===== src/design/pbws_pkg.sv =====
`timescale 1ns / 1ps
package pbws_pkg;

   localparam int ADDR_WIDTH = 32;
   localparam int OFF_W      = 32;
   localparam int LEN_W      = 32;
   localparam int CNT_W      = 17;
   localparam int AB_W       = 3;
   localparam int CSR_IDX_W  = 2;
   localparam int CAP_W      = 33;
   localparam int DIV_CNT_W  = $clog2(OFF_W);

   localparam logic [CNT_W-1:0] PAGE_SIZE_RST   = CNT_W'(64);
   localparam logic [CNT_W-1:0] PAGE_COUNT_RST  = CNT_W'(512);
   localparam logic [CNT_W-1:0] BUFFER_SIZE_RST = CNT_W'(64);
   localparam logic [AB_W-1:0]  ADDR_BYTES_RST  = AB_W'(2);
   localparam logic [CNT_W-1:0] CNT_MAX         = CNT_W'(65536);
   localparam logic [CAP_W-1:0] ADDR_SPACE      = CAP_W'(1) << ADDR_WIDTH;

   typedef enum logic [1:0] {
      KIND_CHUNK  = 2'd0,
      KIND_DONE   = 2'd1,
      KIND_REJECT = 2'd2,
      KIND_PROTO  = 2'd3
   } kind_type;

   typedef enum logic [CSR_IDX_W-1:0] {
      CSR_PAGE_SIZE   = 2'd0,
      CSR_PAGE_COUNT  = 2'd1,
      CSR_BUFFER_SIZE = 2'd2,
      CSR_ADDR_BYTES  = 2'd3
   } csr_index_type;

   typedef enum logic [2:0] {
      RES_CHUNK,
      RES_DONE,
      RES_DONE_ZERO,
      RES_REJECT,
      RES_PROTO
   } res_type;

   typedef enum logic [2:0] {
      S_IDLE,
      S_DECODE,
      S_MUL,
      S_CHECK,
      S_ROOM,
      S_DIV,
      S_ISSUE,
      S_OUT
   } state_type;

   typedef struct packed {
      logic    load;
      logic    mul;
      logic    start;
      logic    final_ack;
      logic    abort;
      logic    advance;
      logic    div_init;
      logic    div_step;
      logic    issue;
      logic    emit;
      res_type res;
   } cmd_type;

   typedef struct packed {
      logic opcode;
      logic busy;
      logic len_zero;
      logic final_chunk;
      logic ack_match;
      logic buffer_mode;
      logic oob;
      logic div_last;
      logic out_free;
   } status_type;

   function automatic logic [CNT_W-1:0] clamp_cnt(input logic [CNT_W-1:0] v,
                                                  input logic [CNT_W-1:0] lo);
      logic [CNT_W-1:0] r;
      r = v;
      if (v < lo) r = lo;
      else if (v > CNT_MAX) r = CNT_MAX;
      return r;
   endfunction

endpackage


===== src/design/pbws_req_if.sv =====
`timescale 1ns / 1ps
interface pbws_req_if;
   import pbws_pkg::*;
   logic             valid;
   logic             ready;
   logic             opcode;
   logic [OFF_W-1:0] request_offset;
   logic [LEN_W-1:0] request_length;
   logic [CNT_W-1:0] ack_count;

   modport source(output valid, output opcode, output request_offset,
                  output request_length, output ack_count, input ready);
   modport sink(input valid, input opcode, input request_offset,
                input request_length, input ack_count, output ready);
endinterface


===== src/design/pbws_rsp_if.sv =====
`timescale 1ns / 1ps
interface pbws_rsp_if;
   import pbws_pkg::*;
   logic             valid;
   logic             ready;
   logic [1:0]       kind;
   logic [OFF_W-1:0] chunk_offset;
   logic [CNT_W-1:0] chunk_length;
   logic [LEN_W-1:0] total_written;

   modport source(output valid, output kind, output chunk_offset,
                  output chunk_length, output total_written, input ready);
   modport sink(input valid, input kind, input chunk_offset,
                input chunk_length, input total_written, output ready);
endinterface


===== src/design/pbws_ctrl.sv =====
`timescale 1ns / 1ps
module pbws_ctrl
   import pbws_pkg::*;
(
   input  logic       clock,
   input  logic       reset,
   input  logic       req_valid,
   output logic       req_ready,
   input  status_type status,
   output cmd_type    cmd
);

   state_type state_ff, state_in;
   res_type   res_ff, res_in;

   always_ff @(posedge clock) begin
      if (reset) begin
         state_ff <= S_IDLE;
         res_ff   <= RES_DONE;
      end else begin
         state_ff <= state_in;
         res_ff   <= res_in;
      end
   end

   always_comb begin
      state_in  = state_ff;
      res_in    = res_ff;
      req_ready = 1'b0;
      cmd       = '0;
      cmd.res   = res_ff;
      case (state_ff)
         S_IDLE: begin
            req_ready = 1'b1;
            if (req_valid) begin
               cmd.load = 1'b1;
               state_in = S_DECODE;
            end
         end
         S_DECODE: begin
            state_in = S_OUT;
            if (!status.opcode) begin
               if (status.busy) begin
                  res_in = RES_PROTO;
               end else if (status.len_zero) begin
                  res_in = RES_DONE_ZERO;
               end else begin
                  state_in = S_MUL;
               end
            end else if (!status.busy) begin
               res_in = RES_PROTO;
            end else if (status.final_chunk) begin
               cmd.final_ack = 1'b1;
               res_in        = RES_DONE;
            end else if (!status.ack_match) begin
               cmd.abort = 1'b1;
               res_in    = RES_DONE;
            end else begin
               cmd.advance = 1'b1;
               state_in    = S_ROOM;
            end
         end
         S_MUL: begin
            cmd.mul  = 1'b1;
            state_in = S_CHECK;
         end
         S_CHECK: begin
            if (status.oob) begin
               res_in   = RES_REJECT;
               state_in = S_OUT;
            end else begin
               cmd.start = 1'b1;
               state_in  = S_ROOM;
            end
         end
         S_ROOM: begin
            if (status.buffer_mode) begin
               state_in = S_ISSUE;
            end else begin
               cmd.div_init = 1'b1;
               state_in     = S_DIV;
            end
         end
         S_DIV: begin
            cmd.div_step = 1'b1;
            if (status.div_last) state_in = S_ISSUE;
         end
         S_ISSUE: begin
            cmd.issue = 1'b1;
            res_in    = RES_CHUNK;
            state_in  = S_OUT;
         end
         S_OUT: begin
            if (status.out_free) begin
               cmd.emit = 1'b1;
               state_in = S_IDLE;
            end
         end
         default: begin
            state_in = S_IDLE;
         end
      endcase
   end

endmodule


===== src/design/pbws_dp.sv =====
`timescale 1ns / 1ps
module pbws_dp
   import pbws_pkg::*;
(
   input  logic                 clock,
   input  logic                 reset,
   input  logic                 csr_we,
   input  logic [CSR_IDX_W-1:0] csr_index,
   input  logic [CNT_W-1:0]     csr_wdata,
   input  logic                 in_opcode,
   input  logic [OFF_W-1:0]     in_offset,
   input  logic [LEN_W-1:0]     in_length,
   input  logic [CNT_W-1:0]     in_ack,
   input  cmd_type              cmd,
   output status_type           status,
   pbws_rsp_if.source           rsp
);

   logic [CNT_W-1:0]     page_size_ff, page_count_ff, buffer_size_ff;
   logic [AB_W-1:0]      addr_bytes_ff;
   logic                 busy_ff;
   logic                 rsp_valid_ff;
   logic                 op_ff;
   logic [OFF_W-1:0]     off_ff;
   logic [LEN_W-1:0]     len_ff;
   logic [CNT_W-1:0]     ack_ff;
   logic [CAP_W-1:0]     prod_ff;
   logic [OFF_W-1:0]     next_addr_ff;
   logic [LEN_W-1:0]     bytes_left_ff;
   logic [LEN_W-1:0]     bytes_done_ff;
   logic [CNT_W-1:0]     pending_ff;
   logic [CNT_W-1:0]     rem_ff;
   logic [OFF_W-1:0]     div_addr_ff;
   logic [DIV_CNT_W-1:0] div_cnt_ff;
   logic [1:0]           kind_ff;
   logic [OFF_W-1:0]     chunk_off_ff;
   logic [CNT_W-1:0]     chunk_len_ff;
   logic [LEN_W-1:0]     total_ff;

   logic [CNT_W-1:0] ab_ext, room, chunk, sub_rem;
   logic [CNT_W:0]   rem_sh;
   logic [CAP_W-1:0] cap, end_addr;
   logic [LEN_W:0]   done_sum;
   logic             buffer_mode;
   kind_type         out_kind;
   logic [OFF_W-1:0] out_off;
   logic [CNT_W-1:0] out_len;
   logic [LEN_W-1:0] out_total;

   assign buffer_mode = (page_count_ff == CNT_W'(1));
   assign ab_ext      = CNT_W'(addr_bytes_ff);
   assign cap         = (prod_ff < ADDR_SPACE) ? prod_ff : ADDR_SPACE;
   assign end_addr    = CAP_W'(off_ff) + CAP_W'(len_ff);
   assign rem_sh      = {rem_ff, div_addr_ff[OFF_W-1]};
   assign sub_rem     = CNT_W'(rem_sh - {1'b0, page_size_ff});
   assign done_sum    = {1'b0, bytes_done_ff} + (LEN_W + 1)'(ack_ff);

   always_comb begin
      if (buffer_mode) begin
         room = (buffer_size_ff > ab_ext) ? buffer_size_ff - ab_ext : CNT_W'(1);
      end else begin
         room = page_size_ff - rem_ff;
      end
      chunk = (bytes_left_ff < LEN_W'(room)) ? bytes_left_ff[CNT_W-1:0] : room;
   end

   always_comb begin
      status.opcode      = op_ff;
      status.busy        = busy_ff;
      status.len_zero    = (len_ff == '0);
      status.final_chunk = (LEN_W'(pending_ff) >= bytes_left_ff);
      status.ack_match   = (ack_ff == pending_ff);
      status.buffer_mode = buffer_mode;
      status.oob         = (end_addr > cap);
      status.div_last    = (div_cnt_ff == DIV_CNT_W'(OFF_W - 1));
      status.out_free    = !rsp_valid_ff || rsp.ready;
   end

   always_comb begin
      out_kind  = KIND_PROTO;
      out_off   = '0;
      out_len   = '0;
      out_total = '0;
      case (cmd.res)
         RES_CHUNK: begin
            out_kind  = KIND_CHUNK;
            out_off   = next_addr_ff;
            out_len   = pending_ff;
            out_total = bytes_done_ff;
         end
         RES_DONE: begin
            out_kind  = KIND_DONE;
            out_total = bytes_done_ff;
         end
         RES_DONE_ZERO: out_kind = KIND_DONE;
         RES_REJECT:    out_kind = KIND_REJECT;
         RES_PROTO:     out_kind = KIND_PROTO;
         default:       out_kind = KIND_PROTO;
      endcase
   end

   always_ff @(posedge clock) begin
      if (reset) begin
         page_size_ff   <= PAGE_SIZE_RST;
         page_count_ff  <= PAGE_COUNT_RST;
         buffer_size_ff <= BUFFER_SIZE_RST;
         addr_bytes_ff  <= ADDR_BYTES_RST;
      end else if (csr_we) begin
         case (csr_index_type'(csr_index))
            CSR_PAGE_SIZE:   page_size_ff   <= clamp_cnt(csr_wdata, CNT_W'(1));
            CSR_PAGE_COUNT:  page_count_ff  <= clamp_cnt(csr_wdata, CNT_W'(1));
            CSR_BUFFER_SIZE: buffer_size_ff <= clamp_cnt(csr_wdata, CNT_W'(2));
            CSR_ADDR_BYTES: begin
               if (csr_wdata[AB_W-1:0] == '0) addr_bytes_ff <= AB_W'(1);
               else if (csr_wdata[AB_W-1:0] > AB_W'(4)) addr_bytes_ff <= AB_W'(4);
               else addr_bytes_ff <= csr_wdata[AB_W-1:0];
            end
            default: begin
            end
         endcase
      end
   end

   always_ff @(posedge clock) begin
      if (reset) begin
         busy_ff      <= 1'b0;
         rsp_valid_ff <= 1'b0;
      end else begin
         if (cmd.start) busy_ff <= 1'b1;
         else if (cmd.final_ack || cmd.abort) busy_ff <= 1'b0;
         if (cmd.emit) rsp_valid_ff <= 1'b1;
         else if (rsp.ready) rsp_valid_ff <= 1'b0;
      end
   end

   always_ff @(posedge clock) begin
      if (cmd.load) begin
         op_ff  <= in_opcode;
         off_ff <= in_offset;
         len_ff <= in_length;
         ack_ff <= in_ack;
      end
      if (cmd.mul) prod_ff <= CAP_W'(page_size_ff) * CAP_W'(page_count_ff);
      if (cmd.start) begin
         next_addr_ff  <= off_ff;
         bytes_left_ff <= len_ff;
         bytes_done_ff <= '0;
      end
      if (cmd.final_ack) begin
         if (!buffer_mode || (ack_ff == pending_ff)) begin
            bytes_done_ff <= done_sum[LEN_W] ? '1 : done_sum[LEN_W-1:0];
         end
         bytes_left_ff <= '0;
         next_addr_ff  <= next_addr_ff + OFF_W'(pending_ff);
      end
      if (cmd.abort) bytes_left_ff <= '0;
      if (cmd.advance) begin
         bytes_done_ff <= done_sum[LEN_W-1:0];
         bytes_left_ff <= bytes_left_ff - LEN_W'(pending_ff);
         next_addr_ff  <= next_addr_ff + OFF_W'(pending_ff);
      end
      if (cmd.div_init) begin
         rem_ff      <= '0;
         div_addr_ff <= next_addr_ff;
         div_cnt_ff  <= '0;
      end
      if (cmd.div_step) begin
         rem_ff      <= (rem_sh >= {1'b0, page_size_ff}) ? sub_rem : rem_sh[CNT_W-1:0];
         div_addr_ff <= {div_addr_ff[OFF_W-2:0], 1'b0};
         div_cnt_ff  <= div_cnt_ff + DIV_CNT_W'(1);
      end
      if (cmd.issue) pending_ff <= chunk;
      if (cmd.emit) begin
         kind_ff      <= out_kind;
         chunk_off_ff <= out_off;
         chunk_len_ff <= out_len;
         total_ff     <= out_total;
      end
   end

   assign rsp.valid         = rsp_valid_ff;
   assign rsp.kind          = kind_ff;
   assign rsp.chunk_offset  = chunk_off_ff;
   assign rsp.chunk_length  = chunk_len_ff;
   assign rsp.total_written = total_ff;

endmodule


===== src/design/page_boundary_write_splitter_unit.sv =====
`timescale 1ns / 1ps
// Channel  Dir  Handshake          Payload
// req      in   valid/ready        opcode, request_offset, request_length, ack_count
// rsp      out  valid/ready        kind, chunk_offset, chunk_length, total_written
// csr      in   csr_we             csr_index, csr_wdata
//
// One transaction at a time. A chunk in page mode, whether after a start or after an
// acknowledgement, passes through the 32-step bit-serial offset-modulo-page divider;
// buffer mode and immediate answers skip the divider.
// A finished result waits in the rsp register while the next req is taken;
// the block stalls only when a second result is ready before the first is taken.
// Synchronous reset restores register defaults and returns to idle.
module page_boundary_write_splitter_unit
   import pbws_pkg::*;
(
   input  logic                 clock,
   input  logic                 reset,
   pbws_req_if.sink             req,
   pbws_rsp_if.source           rsp,
   input  logic                 csr_we,
   input  logic [CSR_IDX_W-1:0] csr_index,
   input  logic [CNT_W-1:0]     csr_wdata
);

   cmd_type    cmd;
   status_type status;
   logic       ready;

   assign req.ready = ready;

   pbws_ctrl u_ctrl (
      .clock     (clock),
      .reset     (reset),
      .req_valid (req.valid),
      .req_ready (ready),
      .status    (status),
      .cmd       (cmd)
   );

   pbws_dp u_dp (
      .clock     (clock),
      .reset     (reset),
      .csr_we    (csr_we),
      .csr_index (csr_index),
      .csr_wdata (csr_wdata),
      .in_opcode (req.opcode),
      .in_offset (req.request_offset),
      .in_length (req.request_length),
      .in_ack    (req.ack_count),
      .cmd       (cmd),
      .status    (status),
      .rsp       (rsp)
   );

endmodule

===== src/flat_wrapper.sv =====
// flat-port wrapper written by rule: the top's interface ports become plain ports
module page_boundary_write_splitter_unit_flat import pbws_pkg::*;
  (clock, reset, csr_we, csr_index, csr_wdata, req_valid, req_opcode, req_request_offset, req_request_length, req_ack_count, req_ready, rsp_valid, rsp_kind, rsp_chunk_offset, rsp_chunk_length, rsp_total_written, rsp_ready);
  pbws_req_if req_i ();
  pbws_rsp_if rsp_i ();
  input  logic clock;
  input  logic reset;
  input  logic csr_we;
  input  logic [CSR_IDX_W-1:0] csr_index;
  input  logic [CNT_W-1:0] csr_wdata;
  input wire logic [$bits(req_i.valid)-1:0] req_valid;
  input wire logic [$bits(req_i.opcode)-1:0] req_opcode;
  input wire logic [$bits(req_i.request_offset)-1:0] req_request_offset;
  input wire logic [$bits(req_i.request_length)-1:0] req_request_length;
  input wire logic [$bits(req_i.ack_count)-1:0] req_ack_count;
  output wire logic [$bits(req_i.ready)-1:0] req_ready;
  output wire logic [$bits(rsp_i.valid)-1:0] rsp_valid;
  output wire logic [$bits(rsp_i.kind)-1:0] rsp_kind;
  output wire logic [$bits(rsp_i.chunk_offset)-1:0] rsp_chunk_offset;
  output wire logic [$bits(rsp_i.chunk_length)-1:0] rsp_chunk_length;
  output wire logic [$bits(rsp_i.total_written)-1:0] rsp_total_written;
  input wire logic [$bits(rsp_i.ready)-1:0] rsp_ready;
  assign req_i.valid = req_valid;
  assign req_i.opcode = req_opcode;
  assign req_i.request_offset = req_request_offset;
  assign req_i.request_length = req_request_length;
  assign req_i.ack_count = req_ack_count;
  assign req_ready = req_i.ready;
  assign rsp_valid = rsp_i.valid;
  assign rsp_kind = rsp_i.kind;
  assign rsp_chunk_offset = rsp_i.chunk_offset;
  assign rsp_chunk_length = rsp_i.chunk_length;
  assign rsp_total_written = rsp_i.total_written;
  assign rsp_i.ready = rsp_ready;
  page_boundary_write_splitter_unit u_core (.clock(clock), .reset(reset), .req(req_i), .rsp(rsp_i), .csr_we(csr_we), .csr_index(csr_index), .csr_wdata(csr_wdata));
endmodule

===== config.mk =====
export PLATFORM = sky130hd
export DESIGN_NAME = page_boundary_write_splitter_unit_flat
export DESIGN_NICKNAME = d
export VERILOG_FILES = /design/src/design/pbws_pkg.sv /design/src/design/pbws_req_if.sv /design/src/design/pbws_rsp_if.sv /design/src/design/pbws_ctrl.sv /design/src/design/pbws_dp.sv /design/src/design/page_boundary_write_splitter_unit.sv /design/src/flat_wrapper.sv
export SDC_FILE = /design/constraint.sdc
export NUM_CORES = 2
export LEC_CHECK = 0
export ABC_AREA = 1
export BUFFER_PORTS_ARGS = -buffer_cell sky130_fd_sc_hd__buf_2
export CAP_MARGIN = 40
export CORE_ASPECT_RATIO = 0.75
export CORE_MARGIN = 2
export CORE_UTILIZATION = 35
export CTS_CLUSTER_DIAMETER = 120
export CTS_CLUSTER_SIZE = 20
export DETAILED_ROUTE_END_ITERATION = 10
export HOLD_SLACK_MARGIN = 0.05
export PLACE_DENSITY = 0.51
export REMOVE_ABC_BUFFERS = 1
export SYNTH_ARGS = -nofsm -noshare
export SYNTH_HDL_FRONTEND = slang
export SYNTH_HIERARCHICAL = 1
export SYNTH_SLANG_ARGS = --single-unit

===== constraint.sdc =====
create_clock -name clock -period 10.2 [get_ports clock]
set_input_delay 1.02 -clock clock [delete_from_list [all_inputs] [get_ports clock]]
set_output_delay 1.02 -clock clock [all_outputs]
set_load 0.01 [all_outputs]

[Yosys cells after proc, flatten, opt, wreduce, memory -nomap -nowiden]
Cells that the tools add are included.
Operators by class
  add/sub/neg operators: 8
  multiply operators: 1
  divide/modulo/power cells: 0
  order comparisons: 10
  eq/ne operators: 22
  shift-type cells: 0
  multiplexer cells: 72
  bitwise operators: 0
  reductions and logical operators: 24
Operators with widths (count)
  32-bit 2-to-1 mux: 14
  17-bit 2-to-1 mux: 9
  3-bit 2-to-1 mux: 18
  17-bit subtractor: 2
  32-bit by 17-bit adder with 33-bit output: 1
  32-bit by 32-bit adder with 33-bit output: 1
  33-bit greater-than comparator: 1
  33-bit < comparator (second input constant): 1
  17-bit by 17-bit multiplier with 33-bit output: 1
  33-bit 2-to-1 mux: 1
  32-bit by 17-bit adder with 32-bit output: 1
  17-bit by 32-bit greater-or-equal comparator with 1-bit output: 1
  32-bit logical NOT: 1
  32-bit by 17-bit < comparator with 1-bit output: 1
  32-bit by 17-bit subtractor with 32-bit output: 1
  3-bit one-hot mux with 8 select lines: 1
  1-bit 2-to-1 mux: 19
  18-bit by 17-bit greater-or-equal comparator with 1-bit output: 1
  17-bit by 1-bit == test with 1-bit output (second input constant): 1
  17-bit == test: 1
  17-bit greater-than comparator (second input constant): 1
  17-bit by 3-bit greater-than comparator with 1-bit output: 1
  17-bit by 1-bit < comparator with 1-bit output (second input constant): 1
  17-bit by 2-bit < comparator with 1-bit output (second input constant): 1
  28 further kinds: 56
Word-level totals
  register bits after elaboration: 427
  bits in latches: 0
  bits in writable memories: 0
  memory bits (read-only): 0
  bits of input ports: 106
  output and inout bits: 85
  memories kept: 0

[Depth between registers and ports, before layout]
  depth in word-level cells: 9
  gate-level depth with buffers: 30
  mapped depth without buffers: 28

[By module]
Netlist, hierarchy kept.
Modules (own cells, without submodules)
  pbws_dp: instances 1, cells an instance 4082, area each 34292.9 µm²
  pbws_ctrl: instances 1, cells an instance 90, area each 525.5 µm²

[Worst setup path after synthesis]
Ideal clock, no wire load.
  kind: input to register
  start point: input port rsp_ready
  end point: register u_core.u_dp.chunk_len_ff[0] (netlist: u_core/u_dp/rsp.chunk_length[0]), enable pin
  setup time: 628 ps
  arrival time: 6820 ps
  required time: 9572 ps
  slack: 2751 ps
  cell stages on the path: 4
  path buffers: 0
  cells stage by stage: inv_1 -> nand2_1 -> inv_1 -> nor3_1
RTL lines
  start: declaration: line flat_wrapper.sv:22  | input wire logic [$bits(rsp_i.ready)-1:0] rsp_ready;
  end signal: assignment: line pbws_dp.sv:176  | chunk_len_ff <= out_len;
  end: declaration: line pbws_dp.sv:37  | logic [CNT_W-1:0] chunk_len_ff;

[Worst setup path after layout]
  start point: register u_core.u_dp.page_size_ff[9]
  end point: register u_core.u_dp.prod_ff[20], data pin
On the way
  cells in the longest elaborated chain, start to end: 1
RTL lines
  start: declaration: line pbws_dp.sv:19  | logic [CNT_W-1:0] page_size_ff, page_count_ff, buffer_size_ff;
  start signal: assignment: line pbws_dp.sv:110  | CSR_PAGE_SIZE: page_size_ff <= clamp_cnt(csr_wdata, CNT_W'(1));
  17-bit by 17-bit multiplier with 33-bit output: line pbws_dp.sv:143  | if (cmd.mul) prod_ff <= CAP_W'(page_size_ff) * CAP_W'(page_count_ff);
  end signal: assignment: line pbws_dp.sv:143
  end: declaration: line pbws_dp.sv:27  | logic [CAP_W-1:0] prod_ff;
Every way passes these cells.
A chain may end at the register's enable or synchronous reset.

==> results_dict.tcl <==
set metrics [dict create \
    dpl_cell_area_mm2 0.0374 \
    worst_pin_slew_ns 0.972 \
    hold_violations 0 \
    critical_path.endpoint_type "register" \
    overflow 0 \
    reg2reg_to "u_core/u_dp/prod_ff[20]" \
    initial_utilization_pct 35.2 \
    wl_per_cell_um 18.1 \
    whs_path_depth 2 \
    grt_pass1_vias 26700 \
    clk_path_buf_depth 3 \
    yosys.area_share.simple_pct 17.5 \
    finalWorstSetupSlack_ns 3.55 \
    reg2reg_from "u_core/u_dp/page_size_ff[9]" \
    status "finished, final reports clean" \
    drc 0 \
    fmax_mhz 150 \
    p_leak_nw 18.0 \
    postCtsSetupBuffers 0 \
    dieHeight_um 277 \
    ys_ff_latch 427 \
    drive_above_1_share_pct 7.56 \
    setup_tns_ns 0 \
    maxSlewHeadroom_pct 34.5 \
    reg2reg_slack_ns 3.55 \
    htreeDepth 1 \
    post-layout-total-power_w 0.00661 \
    syn2layout_area_growth_pct 9.50 \
    synth_area_leaders "edfxtp_1 29%, fa_1 13%, ha_1 9.9%" \
    synth.most_common_cell "nand2_1" \
    p_per_area_mw_per_mm2 174 \
    required_ns 10.61 \
    drv_slew 0 \
    nFillCells 10200 \
    drv_cap 0 \
    synth_top_family_by_area "adder cells" \
    cp_max_fo 20 \
    cp.arrival_ns 7.06 \
    synth_compound_area_share_pct 10.5 \
    wirelength_um 102000 \
    portBuffers 190 \
    syn_area_per_cell_um2 8.35 \
    muxShareOfSynthArea_pct 0.172 \
    period_share_pct 65.2 \
    syn_area_mm2 0.0348 \
    cts_resized 0 \
    dieArea_mm2 0.102 \
    synth-xor-area-share_pct 4.13 \
    rsz0062_at_grt "no" \
    min_to "u_core/u_dp/buffer_size_ff[0]" \
    yosysSeqAreaShare_pct 34.1 \
    cts_made_buffers 25 \
    async_flop_share_pct 0 \
    yosysTopAreaCell "edfxtp_1" \
    nets 4908 \
    place_hpwl_um 81500 \
    core_area_mm2 0.0990 \
    synth_flop_cell "edfxtp_1" \
    setup_viol 0 \
    rows 100 \
    viasPerCell 4.89 \
    yosysWarnings 6 \
    synth_edf_count 332 \
    worstHoldPathType "register to register" \
    holdBufCountCts 0 \
    synth_cell_types 60 \
    first_pass_iters 5 \
    cts.sink_count 427 \
    ant_nets 0 \
    synth_top_area_share_pct 28.6 \
    syn_inst 4172 \
    ios 191 \
    clockRootBuffer "clkbuf_16" \
    ir_drop_mv 0.116 \
    clock_latency_ns 0.63 \
    finalCriticalPeriod_ns 6.65 \
    drt_iter0_drc 2200 \
    hold_start "u_core/u_dp/buffer_size_ff[0]" \
    routabilityCongestion 0.928 \
    die_w_um 368 \
    antenna_cells 0 \
    design_area_mm2 0.0381 \
    routed-via-count 27600 \
    grt_max_degree 60 \
    crit_path_start_kind "register" \
    synthAdderAreaFrac_pct 23.1 \
    antenna_found_initial 0 \
    grt_pass1_wl_um 158000 \
    crit_type "register to register" \
    clkSlewWorstSetupHoldPaths_ns 0.09 \
    dpl_worst_slack_ns 3.61 \
    reg2reg_depth 20 \
    netlist_top_cells_count "861 x nand2_1, 793 x inv_1, 332 x edfxtp_1, 312 x nor2_1, 307 x a21oi_1" \
    cts_tree "yes" \
    track_usage_pct 19.8 \
    clock_skew_ns 0.0248 \
]
-- cell usage in the layout (no fill, tap or decap), types with 11 or more instances in the layout --
cell	n
fa_1	230
xor2_1	90
or2_2	17
ha_1	276
nor4_1	24
buf_2	192
nand4_1	38
xnor2_1	74
a21boi_0	11
inv_1	793
dfxtp_1	95
edfxtp_1	332
nor2_1	308
clkbuf_1	17
a31oi_1	28
a21oi_1	307
nand2_1	860
nand3_1	134
o21ai_1	17
clkbuf_16	26
nor3_1	40
o21bai_1	16
o21ai_0	205
buf_4	35
a21o_1	13
-- per-stage QoR --
stage	hold slack (ns)	util (%)	instances
2_1_floorplan	0.439	-	4028
3_3_place_gp	0.456	37.5	5579
3_5_place_dp	0.458	37.8	5595
4_1_cts	0.472	38.5	5641
5_1_grt	0.509	38.5	5641
6_report	0.473	38.5	5641
-- registers in the layout, summed over array words and instances (netlist names), 32 cells and up --
name                           cells
u_core/u_dp/prod_ff               33
u_core/u_dp/div_addr_ff           32
u_core/u_dp/rsp.total_written     32
u_core/u_dp/bytes_done_ff         32
u_core/u_dp/rsp.chunk_offset      32
u_core/u_dp/off_ff                32
u_core/u_dp/bytes_left_ff         32
u_core/u_dp/len_ff                32
u_core/u_dp/next_addr_ff          32
-- final cells by class --
cell class	instances	area, um^2	area share (%)
timing repair buffer	241	1510	3.95
clock inverter	2	28.8	0.0755
clock buffer	44	728	1.91
tap	1326	1660	4.35
inverter	798	3000	7.86
sequential	427	11900	31.1
multi-input combinational	2803	19300	50.7
-- how the worst max path moves through the flow --
stage | start | depth (start not counted) | endpoint
6_report | u_core/u_dp/page_size_ff[9] | 20 | u_core/u_dp/prod_ff[20]
3_3_place_gp | u_core/u_dp/page_count_ff[3] | 21 | u_core/u_dp/prod_ff[24]
5_1_grt | u_core/u_dp/page_size_ff[9] | 21 | u_core/u_dp/prod_ff[24]
4_1_cts | u_core/u_dp/page_size_ff[9] | 21 | u_core/u_dp/prod_ff[24]
2_1_floorplan | rsp_ready | 4 | u_core/u_dp/rsp.chunk_length[0]
3_5_place_dp | u_core/u_dp/page_size_ff[9] | 21 | u_core/u_dp/prod_ff[24]
-- worst max-delay path, cell delays in order (launching register included) --
cell	delay, ns
dfxtp_1	0.95
nand2_1	0.18
fa_1	0.55
fa_1	0.51
fa_1	0.52
inv_1	0.04
ha_1	0.27
fa_1	0.48
inv_1	0.05
fa_1	0.47
inv_1	0.04
ha_1	0.36
nand2_1	0.09
a21oi_1	0.13
nor3_1	0.06
nand2_1	0.23
a21oi_1	0.16
o21ai_1	0.43
a21oi_1	0.21
o21ai_0	0.35
xor2_1	0.35
-- cell families (layout without fill, tap and decap cells) --
logic type | count (synthesis) | after routing
simple gates | 1464 | 1464
buf+inv | 942 | 1085
compound gates | 663 | 663
fa+ha+maj | 506 | 506
flops | 427 | 427
xor+xnor | 164 | 164
mux | 6 | 6
-- routing by layer --
metal  up-vias  GRT usage [%]  routed length [um]
met5         -              0                   0
met4         0           2.89                1410
met3        77           2.45                6390
met2       731           29.2               42200
met1     13200           31.1               52200
li1      13600              -                   -
-- report_power, final --
group | total [W] | leakage, nW | internal, W | switching, W
Combinational | 0.00290 | 13.7 | 0.00102 | 0.00188
Sequential | 0.00260 | 3.87 | 0.00231 | 0.000290
Clock | 0.00112 | 0.362 | 0.000493 | 0.000623
Total | 0.00661 | 18.0 | 0.00382 | 0.00279
No activity file was read; power rests on OpenSTA's default activity.
